==> src/rtl/core/stl_pkg.sv <==
`default_nettype none

package stl_pkg;

  localparam int MAX_LISTENERS_DEF = 8;
  localparam int ENTITY_W          = 64;
  localparam int UID_W             = 16;
  localparam int CONN_W            = 4;
  localparam int OP_W              = 2;

  localparam logic [OP_W-1:0] OP_ADD    = 2'd0;
  localparam logic [OP_W-1:0] OP_REMOVE = 2'd1;
  localparam logic [OP_W-1:0] OP_CLEAR  = 2'd2;

  typedef struct packed {
    logic [ENTITY_W-1:0] entity;
    logic [UID_W-1:0]    uid;
  } entry_t;

  typedef struct packed {
    logic              valid;
    logic              ok;
    logic [CONN_W-1:0] count;
  } res_t;

  typedef enum logic [1:0] {
    ST_IDLE,
    ST_CMP,
    ST_MOVE,
    ST_DONE
  } st_t;

endpackage

`default_nettype wire

==> src/rtl/core/stl_store.sv <==
`default_nettype none

module stl_store #(
  parameter int DEPTH = 8,
  parameter int IDX_W = 3
) (
  input  wire logic                 clk,
  input  wire logic                 we,
  input  wire logic [IDX_W-1:0]     waddr,
  input  wire stl_pkg::entry_t      wdata,
  input  wire logic [IDX_W-1:0]     raddr,
  output stl_pkg::entry_t           rdata
);
  import stl_pkg::*;

  entry_t mem [DEPTH];
  entry_t rdata_r;

  always_ff @(posedge clk) begin
    if (we) begin
      mem[waddr] <= wdata;
    end
  end

  always_ff @(posedge clk) begin
    rdata_r <= mem[raddr];
  end

  assign rdata = rdata_r;

endmodule

`default_nettype wire

==> src/rtl/core/stl_ctrl.sv <==
`default_nettype none

module stl_ctrl #(
  parameter int MAX_LISTENERS = 8,
  parameter int IDX_W         = 3,
  parameter int CNT_W         = 4
) (
  input  wire logic                          clk,
  input  wire logic                          rst_n,
  input  wire logic                          in_valid,
  output logic                               in_ready,
  input  wire logic [stl_pkg::OP_W-1:0]      in_opcode,
  input  wire logic [stl_pkg::ENTITY_W-1:0]  in_entity_id,
  input  wire logic [stl_pkg::UID_W-1:0]     in_unique_id,
  output stl_pkg::res_t                      res,
  input  wire logic                          res_ready,
  output logic                               mem_we,
  output logic [IDX_W-1:0]                   mem_waddr,
  output stl_pkg::entry_t                    mem_wdata,
  output logic [IDX_W-1:0]                   mem_raddr,
  input  wire stl_pkg::entry_t               mem_rdata
);
  import stl_pkg::*;

  st_t              state_r, state_nxt;
  logic [IDX_W-1:0] idx_r, idx_nxt;
  logic [CNT_W-1:0] cnt_r, cnt_nxt;
  entry_t           key_r, key_nxt;
  logic             ok_r, ok_nxt;

  logic [CNT_W-1:0] last_w;
  logic [IDX_W-1:0] last_idx;
  logic             hit;
  logic             at_last;
  logic             full;

  assign last_w   = cnt_r - 1'b1;
  assign last_idx = last_w[IDX_W-1:0];
  // One shared compare: the entry read last cycle against the search key.
  assign hit      = (mem_rdata == key_r);
  assign at_last  = (CNT_W'(idx_r) == last_w);
  assign full     = (cnt_r == CNT_W'(MAX_LISTENERS));

  always_comb begin
    state_nxt = state_r;
    case (state_r)
      ST_IDLE: begin
        if (in_valid) begin
          if (in_opcode == OP_REMOVE && cnt_r != '0) begin
            state_nxt = ST_CMP;
          end else begin
            state_nxt = ST_DONE;
          end
        end
      end
      ST_CMP: begin
        if (hit && !at_last) begin
          state_nxt = ST_MOVE;
        end else if (hit || at_last) begin
          state_nxt = ST_DONE;
        end
      end
      ST_MOVE: state_nxt = ST_DONE;
      ST_DONE: begin
        if (res_ready) begin
          state_nxt = ST_IDLE;
        end
      end
      default: state_nxt = ST_IDLE;
    endcase
  end

  always_comb begin
    idx_nxt   = idx_r;
    cnt_nxt   = cnt_r;
    key_nxt   = key_r;
    ok_nxt    = ok_r;
    in_ready  = 1'b0;
    mem_we    = 1'b0;
    mem_waddr = cnt_r[IDX_W-1:0];
    mem_wdata = '{entity: in_entity_id, uid: in_unique_id};
    mem_raddr = '0;
    res.valid = 1'b0;
    res.ok    = ok_r;
    res.count = CONN_W'(cnt_r);
    case (state_r)
      ST_IDLE: begin
        in_ready = 1'b1;
        // Entry zero is read every idle cycle so a remove can compare at once.
        if (in_valid) begin
          key_nxt = '{entity: in_entity_id, uid: in_unique_id};
          idx_nxt = '0;
          ok_nxt  = 1'b0;
          case (in_opcode)
            OP_ADD: begin
              if (!full) begin
                mem_we  = 1'b1;
                cnt_nxt = cnt_r + 1'b1;
                ok_nxt  = 1'b1;
              end
            end
            OP_REMOVE: ok_nxt = 1'b0;
            OP_CLEAR: begin
              cnt_nxt = '0;
              ok_nxt  = 1'b1;
            end
            default: ok_nxt = 1'b0;
          endcase
        end
      end
      ST_CMP: begin
        if (hit) begin
          ok_nxt = 1'b1;
          if (at_last) begin
            cnt_nxt = last_w;
          end else begin
            mem_raddr = last_idx;
          end
        end else if (!at_last) begin
          idx_nxt   = idx_r + 1'b1;
          mem_raddr = idx_r + 1'b1;
        end
      end
      ST_MOVE: begin
        // The last entry fills the hole left by the match.
        mem_we    = 1'b1;
        mem_waddr = idx_r;
        mem_wdata = mem_rdata;
        cnt_nxt   = last_w;
      end
      ST_DONE: res.valid = 1'b1;
      default: res.valid = 1'b0;
    endcase
  end

  always_ff @(posedge clk) begin
    if (!rst_n) begin
      state_r <= ST_IDLE;
      cnt_r   <= '0;
    end else begin
      state_r <= state_nxt;
      cnt_r   <= cnt_nxt;
    end
  end

  always_ff @(posedge clk) begin
    idx_r <= idx_nxt;
    key_r <= key_nxt;
    ok_r  <= ok_nxt;
  end

endmodule

`default_nettype wire

==> src/rtl/core/stream_listener_table.sv <==
`default_nettype none
// Add, clear and unused opcodes, and a remove on an empty table: the control goes
// from idle straight to done, and the result is then registered in the output stage.
// Remove: the compare state scans the entries in turn; a match before the last entry
// goes on to the move state, which puts the last entry into the hole. One item is
// worked at a time: the next input beat is taken once the result is registered.
// Synchronous active-low reset empties the table; stored entries are not cleared.

module stream_listener_table #(
  parameter int MAX_LISTENERS = stl_pkg::MAX_LISTENERS_DEF
) (
  input  wire logic                          clk,
  input  wire logic                          rst_n,
  input  wire logic                          in_valid,
  output logic                               in_ready,
  input  wire logic [stl_pkg::OP_W-1:0]      in_opcode,
  input  wire logic [stl_pkg::ENTITY_W-1:0]  in_entity_id,
  input  wire logic [stl_pkg::UID_W-1:0]     in_unique_id,
  output logic                               out_valid,
  input  wire logic                          out_ready,
  output logic                               out_ok,
  output logic [stl_pkg::CONN_W-1:0]         out_connections
);
  import stl_pkg::*;

  localparam int IDX_W = (MAX_LISTENERS > 1) ? $clog2(MAX_LISTENERS) : 1;
  localparam int CNT_W = $clog2(MAX_LISTENERS + 1);

  logic              mem_we;
  logic [IDX_W-1:0]  mem_waddr;
  entry_t            mem_wdata;
  logic [IDX_W-1:0]  mem_raddr;
  entry_t            mem_rdata;
  res_t              res;
  logic              res_ready;

  logic              out_valid_r, out_valid_nxt;
  logic              out_ok_r;
  logic [CONN_W-1:0] out_conn_r;

  stl_store #(
    .DEPTH (MAX_LISTENERS),
    .IDX_W (IDX_W)
  ) u_store (
    .clk   (clk),
    .we    (mem_we),
    .waddr (mem_waddr),
    .wdata (mem_wdata),
    .raddr (mem_raddr),
    .rdata (mem_rdata)
  );

  stl_ctrl #(
    .MAX_LISTENERS (MAX_LISTENERS),
    .IDX_W         (IDX_W),
    .CNT_W         (CNT_W)
  ) u_ctrl (
    .clk          (clk),
    .rst_n        (rst_n),
    .in_valid     (in_valid),
    .in_ready     (in_ready),
    .in_opcode    (in_opcode),
    .in_entity_id (in_entity_id),
    .in_unique_id (in_unique_id),
    .res          (res),
    .res_ready    (res_ready),
    .mem_we       (mem_we),
    .mem_waddr    (mem_waddr),
    .mem_wdata    (mem_wdata),
    .mem_raddr    (mem_raddr),
    .mem_rdata    (mem_rdata)
  );

  // The output register takes a new result once the previous beat is gone.
  assign res_ready = !out_valid_r || out_ready;

  always_comb begin
    out_valid_nxt = out_valid_r;
    if (res.valid && res_ready) begin
      out_valid_nxt = 1'b1;
    end else if (out_ready) begin
      out_valid_nxt = 1'b0;
    end
  end

  always_ff @(posedge clk) begin
    if (!rst_n) begin
      out_valid_r <= 1'b0;
    end else begin
      out_valid_r <= out_valid_nxt;
    end
  end

  always_ff @(posedge clk) begin
    if (res.valid && res_ready) begin
      out_ok_r   <= res.ok;
      out_conn_r <= res.count;
    end
  end

  assign out_valid       = out_valid_r;
  assign out_ok          = out_ok_r;
  assign out_connections = out_conn_r;

endmodule

`default_nettype wire
==> config.mk <==
export PLATFORM = sky130hd
export DESIGN_NAME = stream_listener_table
export DESIGN_NICKNAME = d
export VERILOG_FILES = /design/src/rtl/core/stl_pkg.sv /design/src/rtl/core/stl_store.sv /design/src/rtl/core/stl_ctrl.sv /design/src/rtl/core/stream_listener_table.sv
export SDC_FILE = /design/constraint.sdc
export NUM_CORES = 1
export LEC_CHECK = 0
export ABC_AREA = 0
export BUFFER_PORTS_ARGS = -buffer_cell sky130_fd_sc_hd__buf_4
export CORE_UTILIZATION = 36
export CTS_BUF_LIST = sky130_fd_sc_hd__clkbuf_4
export DETAILED_ROUTE_END_ITERATION = 10
export SYNTH_ARGS = -nofsm -noshare
export SYNTH_HDL_FRONTEND = slang
export SYNTH_SLANG_ARGS = --single-unit
export TNS_END_PERCENT = 100
==> constraint.sdc <==
create_clock -name clk -period 17.3 [get_ports clk]
set_input_delay 5.19 -clock clk [delete_from_list [all_inputs] [get_ports clk]]
set_output_delay 5.19 -clock clk [all_outputs]
set_load 0.02 [all_outputs]
==> flow_summary.html <==
<table>
<tr><th>Metric</th><th>Value</th></tr>
<tr><th colspan="2">STA</th></tr>
<tr><td>Achievable Freq</td><td>0.131 GHz</td></tr>
<tr><td>Final count of hold timing violations</td><td>0</td></tr>
<tr><td>Final critical-path share of the clock period</td><td>0.441</td></tr>
<tr><td>Worst Max-Slew Pin Slew</td><td>1260 ps</td></tr>
<tr><td>Setup violations, final</td><td>0</td></tr>
<tr><td>Setup Skew</td><td>65.9 ps</td></tr>
<tr><td>Count of final max-slew check failures</td><td>0</td></tr>
<tr><td>Final-layout setup total negative slack</td><td>0 ps</td></tr>
<tr><td>Period minus WS final</td><td>7630 ps</td></tr>
<tr><td>Post-route setup slack</td><td>9670 ps</td></tr>
<tr><td>Setup repair after global routing missed its margin</td><td>false</td></tr>
<tr><td>Worst slew margin relative to its limit</td><td>0.163</td></tr>
<tr><th colspan="2">Placed design</th></tr>
<tr><td>Port-buffer cells</td><td>92</td></tr>
<tr><td>HPWL after detailed placement</td><td>38.8 mm</td></tr>
<tr><td>Post-placement worst setup slack</td><td>8580 ps</td></tr>
<tr><td>GPL Wtd Cong</td><td>0.760</td></tr>
<tr><th colspan="2">Run status</th></tr>
<tr><td>Result of the run</td><td>completed</td></tr>
<tr><th colspan="2">Clocking</th></tr>
<tr><td>Clock-pin slew on the worst setup and hold paths</td><td>60 ps</td></tr>
<tr><td>Root cell of the clock tree</td><td>clkbuf_4</td></tr>
<tr><td>Clock Tree Buf Depth</td><td>3</td></tr>
<tr><td>CTS Hold Buffers Added</td><td>0</td></tr>
<tr><td>Number of buffers added by the clock tree synthesis step</td><td>202</td></tr>
<tr><td>Post-CTS setup buffer count</td><td>0</td></tr>
<tr><td>Number of clock sinks seen by CTS</td><td>816</td></tr>
<tr><td>Clk_lat worst skew</td><td>1050 ps</td></tr>
<tr><td>TritonCTS clock tree</td><td>yes</td></tr>
<tr><td>Quantity of gates resized following cts</td><td>0</td></tr>
<tr><td>Level count of the clock H-tree</td><td>4</td></tr>
<tr><th colspan="2">Layout</th></tr>
<tr><td>Nets</td><td>2012</td></tr>
<tr><td>Post-route core utilization</td><td>0.417</td></tr>
<tr><td>Ratio of cells with drive above 1 in the final layout</td><td>0.379</td></tr>
<tr><td>Signed area change from the synthesized netlist to the final layout</td><td>14.3%</td></tr>
<tr><td>Count of fill cells added during filler insertion</td><td>7812</td></tr>
<tr><th colspan="2">Synthesis</th></tr>
<tr><td>Synth warn</td><td>0</td></tr>
<tr><td>Main area contributors after synthesis</td><td>edfxtp_1 (69%), mux2_2 (8.2%), dfxtp_1 (5.5%), mux2i_1 (5.1%), a221oi_2 (3.7%)</td></tr>
<tr><td>Cell Area, Synth</td><td>0.0319 mm^2</td></tr>
<tr><td>Sequential-to-total area share from yosys stat</td><td>0.741</td></tr>
<tr><td>Post-synth top area share</td><td>0.687</td></tr>
<tr><td>Most used flip-flop cell after synthesis</td><td>edfxtp_1</td></tr>
<tr><td>Synthesized flop and latch total</td><td>816</td></tr>
<tr><td>Synth area leader</td><td>edfxtp_1</td></tr>
<tr><td>Number of unique standard cell types used by synthesis</td><td>48</td></tr>
<tr><td>Number of standard cells after synthesis</td><td>1682</td></tr>
<tr><td>Top-count cell post-synth</td><td>edfxtp_1</td></tr>
<tr><td>Post-Syn Area per Cell</td><td>19.0 um^2</td></tr>
<tr><td>Proportion of synthesized flip-flops having asynchronous set or reset</td><td>0</td></tr>
<tr><td>EDFF count, synth</td><td>729</td></tr>
<tr><td>Synthesized Nets</td><td>1775</td></tr>
<tr><td>Commonest cells in the netlist</td><td>edfxtp_1 (729), mux2_2 (232), mux2i_1 (163)</td></tr>
<tr><th colspan="2">GRT</th></tr>
<tr><td>Largest net degree at the start of global routing</td><td>165</td></tr>
<tr><td>Total Routing Usage GR</td><td>0.160</td></tr>
<tr><td>Number of antenna violations at the first check in global routing</td><td>3</td></tr>
<tr><td>First-pass GRT wire length</td><td>106 mm</td></tr>
<tr><td>Number of global-route vias before repair</td><td>17300</td></tr>
<tr><td>Overflow after GRT</td><td>0</td></tr>
<tr><th colspan="2">Route</th></tr>
<tr><td>Number of violations reported at the end of detailed-routing iteration 0</td><td>1028</td></tr>
<tr><td>Routed WL</td><td>71.3 mm</td></tr>
<tr><td>Average wire per standard cell</td><td>22.0 um</td></tr>
<tr><td>Router iterations before antenna repair</td><td>5</td></tr>
<tr><td>Mean number of vias per cell</td><td>4.99</td></tr>
<tr><td>Count of unresolved DRC violations after routing</td><td>0</td></tr>
<tr><td>Via count</td><td>16200</td></tr>
<tr><td>Number of antenna-violating nets in the routed design</td><td>0</td></tr>
<tr><th colspan="2">Power and ir drop</th></tr>
<tr><td>Static Leakage</td><td>13.1 nW</td></tr>
<tr><td>Power density over cell area</td><td>166 mW/mm^2</td></tr>
<tr><td>Max VDD drop</td><td>0.000121 V</td></tr>
<tr><th colspan="2">Critical path</th></tr>
<tr><td>Critical path type</td><td>primary input to register</td></tr>
<tr><td>R2R depth</td><td>12</td></tr>
<tr><td>Largest incremental delay on the critical path</td><td>910 ps</td></tr>
<tr><td>Critical path data arrival time</td><td>8240 ps</td></tr>
<tr><td>Most Frequent Cell on Critical Path</td><td>buf_4</td></tr>
<tr><td>Critical path fanouts, max</td><td>54</td></tr>
<tr><td>Required time worst endpoint</td><td>17910 ps</td></tr>
<tr><td>Kind of end point of the critical path</td><td>register</td></tr>
<tr><td>List of cells traversed by the critical path</td><td>buf_4 &gt; and2_4 &gt; a31oi_1 &gt; or2_2 &gt; nor2_4 &gt; buf_4</td></tr>
<tr><td>Critical path's slowest cell</td><td>buf_4</td></tr>
<tr><td>Startpoint Class</td><td>primary input</td></tr>
<tr><th colspan="2">Die</th></tr>
<tr><td>Core area</td><td>0.0873 mm^2</td></tr>
<tr><td>Standard-cell rows</td><td>108</td></tr>
<tr><td>Die height</td><td>300 um</td></tr>
<tr><td>Number of ports placed on the die boundary</td><td>93</td></tr>
<tr><td>Floorplan die width</td><td>300 um</td></tr>
<tr><td>Starting density of the core</td><td>0.365</td></tr>
<tr><td>Full die area</td><td>0.0897 mm^2</td></tr>
<tr><th colspan="2">Min path</th></tr>
<tr><td>Worst hold path type</td><td>register to register</td></tr>
<tr><td>Cells on Worst Hold Path</td><td>0</td></tr>
<tr><th colspan="2">Run</th></tr>
<tr><td>Number of max-capacitance violations reported</td><td>0</td></tr>
</table>
==> stage by stage <==
step | hold WS [ps] | cell area, um^2 | total power, mW | std cells
final | 426 | 36400 | 6.04 | 3248
after global routing | 455 | 36400 | 6.34 | 3248
after CTS | 424 | 36400 | 6.12 | 3247
after detailed placement | 408 | 33700 | 4.43 | 2870
after global placement | 404 | 33700 | 4.38 | 2870
after floorplan | 400 | 31900 | 3.97 | 1682
==> cells in the final DEF (no fill, tap or decap), types with 4 or more instances in the layout <==
cell type / netlist / routed
edfxtp_1: 729 / 729
mux2_1: 8 / 8
nor2_4: 0 / 8
clkinvlp_4: 0 / 4
a21oi_1: 12 / 11
mux2_2: 232 / 232
o22ai_1: 80 / 80
nor3_1: 5 / 4
clkbuf_4: 0 / 323
dfxtp_1: 87 / 87
xor2_1: 4 / 4
o21ai_0: 7 / 7
nand2_1: 11 / 11
bufinv_16: 0 / 4
nor2_1: 17 / 9
clkinv_2: 0 / 7
nand4_1: 22 / 22
inv_1: 8 / 8
nor4_1: 5 / 5
xnor2_1: 82 / 82
clkinv_1: 0 / 32
a221oi_2: 79 / 79
ha_1: 7 / 6
mux2i_1: 163 / 163
buf_4: 14 / 116
nor2b_1: 5 / 5
==> cell type report <==
type / count / area (um^2) / area share
diodes: 1 / 2.50 / 0.0000687
flip-flops and latches: 816 / 23600 / 0.649
clock inverters: 54 / 352 / 0.00965
clock buffers: 323 / 2420 / 0.0666
repair buffers: 117 / 891 / 0.0245
multi-input cells: 774 / 7660 / 0.210
inverters: 8 / 30.0 / 0.000824
well taps: 1155 / 1450 / 0.0397
==> logic make-up (layout without fill, tap and decap cells) <==
| family | Yosys count | in the layout | share of synthesized area |
|---|---|---|---|
| multiplexers | 403 | 403 | 0.136 |
| flip-flops | 816 | 816 | 0.741 |
| AND/OR/NAND/NOR | 82 | 82 | 0.0137 |
| other | 0 | 1 | 0 |
| buffers and inverters | 92 | 502 | 0.0217 |
| adder cells (fa/ha/maj) | 7 | 7 | 0.00275 |
| XOR/XNOR | 86 | 86 | 0.0236 |
| AO/OA/AOI/OAI | 196 | 196 | 0.0610 |
==> state kept, by name, indices dropped and copies added, names as in the netlist <==
| name | cells |
|---|---|
| u_ctrl.state_r | 2 |
| u_store.mem | 640 |
| u_ctrl.ok_r | 1 |
| u_ctrl.idx_r | 3 |
| out_valid | 1 |
| out_ok | 1 |
| u_ctrl.key_r | 80 |
| out_connections | 4 |
| u_store.rdata | 80 |
| u_ctrl.cnt_r | 4 |
==> where the power goes <==
part	switching (mW)	internal, mW
registers	0.139	2.67
logic	0.950	0.611
clock network	0.760	0.907
==> per-layer routing <==
metal  routed length (um)  up-vias  track usage  part of all wire
li1                     -     7378            -                 -
met1                31600     8287        0.212              0.44
met2                34600      445        0.257              0.49
met3                 3740       88       0.0383             0.052
met4                 1340        0       0.0559             0.019
met5                    0        -            0                 0
==> final timing paths <==
check / start / to / slack (ps)
worst max-delay path: in_valid / u_store.mem[3][39] / 9670
worst min-delay path: u_ctrl.ok_r / out_ok / 430
worst max register to register: u_ctrl.key_r[22] / u_store.rdata[53] / 11300
worst min register to register: u_ctrl.ok_r / out_ok / 430
==> critical path, delay by kind of cell <==
| family | cells | cell delay, ps |
|---|---|---|
| AND/OR/NAND/NOR | 3 | 1730 |
| buffers and inverters | 2 | 1020 |
| AO/OA/AOI/OAI | 1 | 230 |
Note: power is estimated with default switching activity, not from simulation.
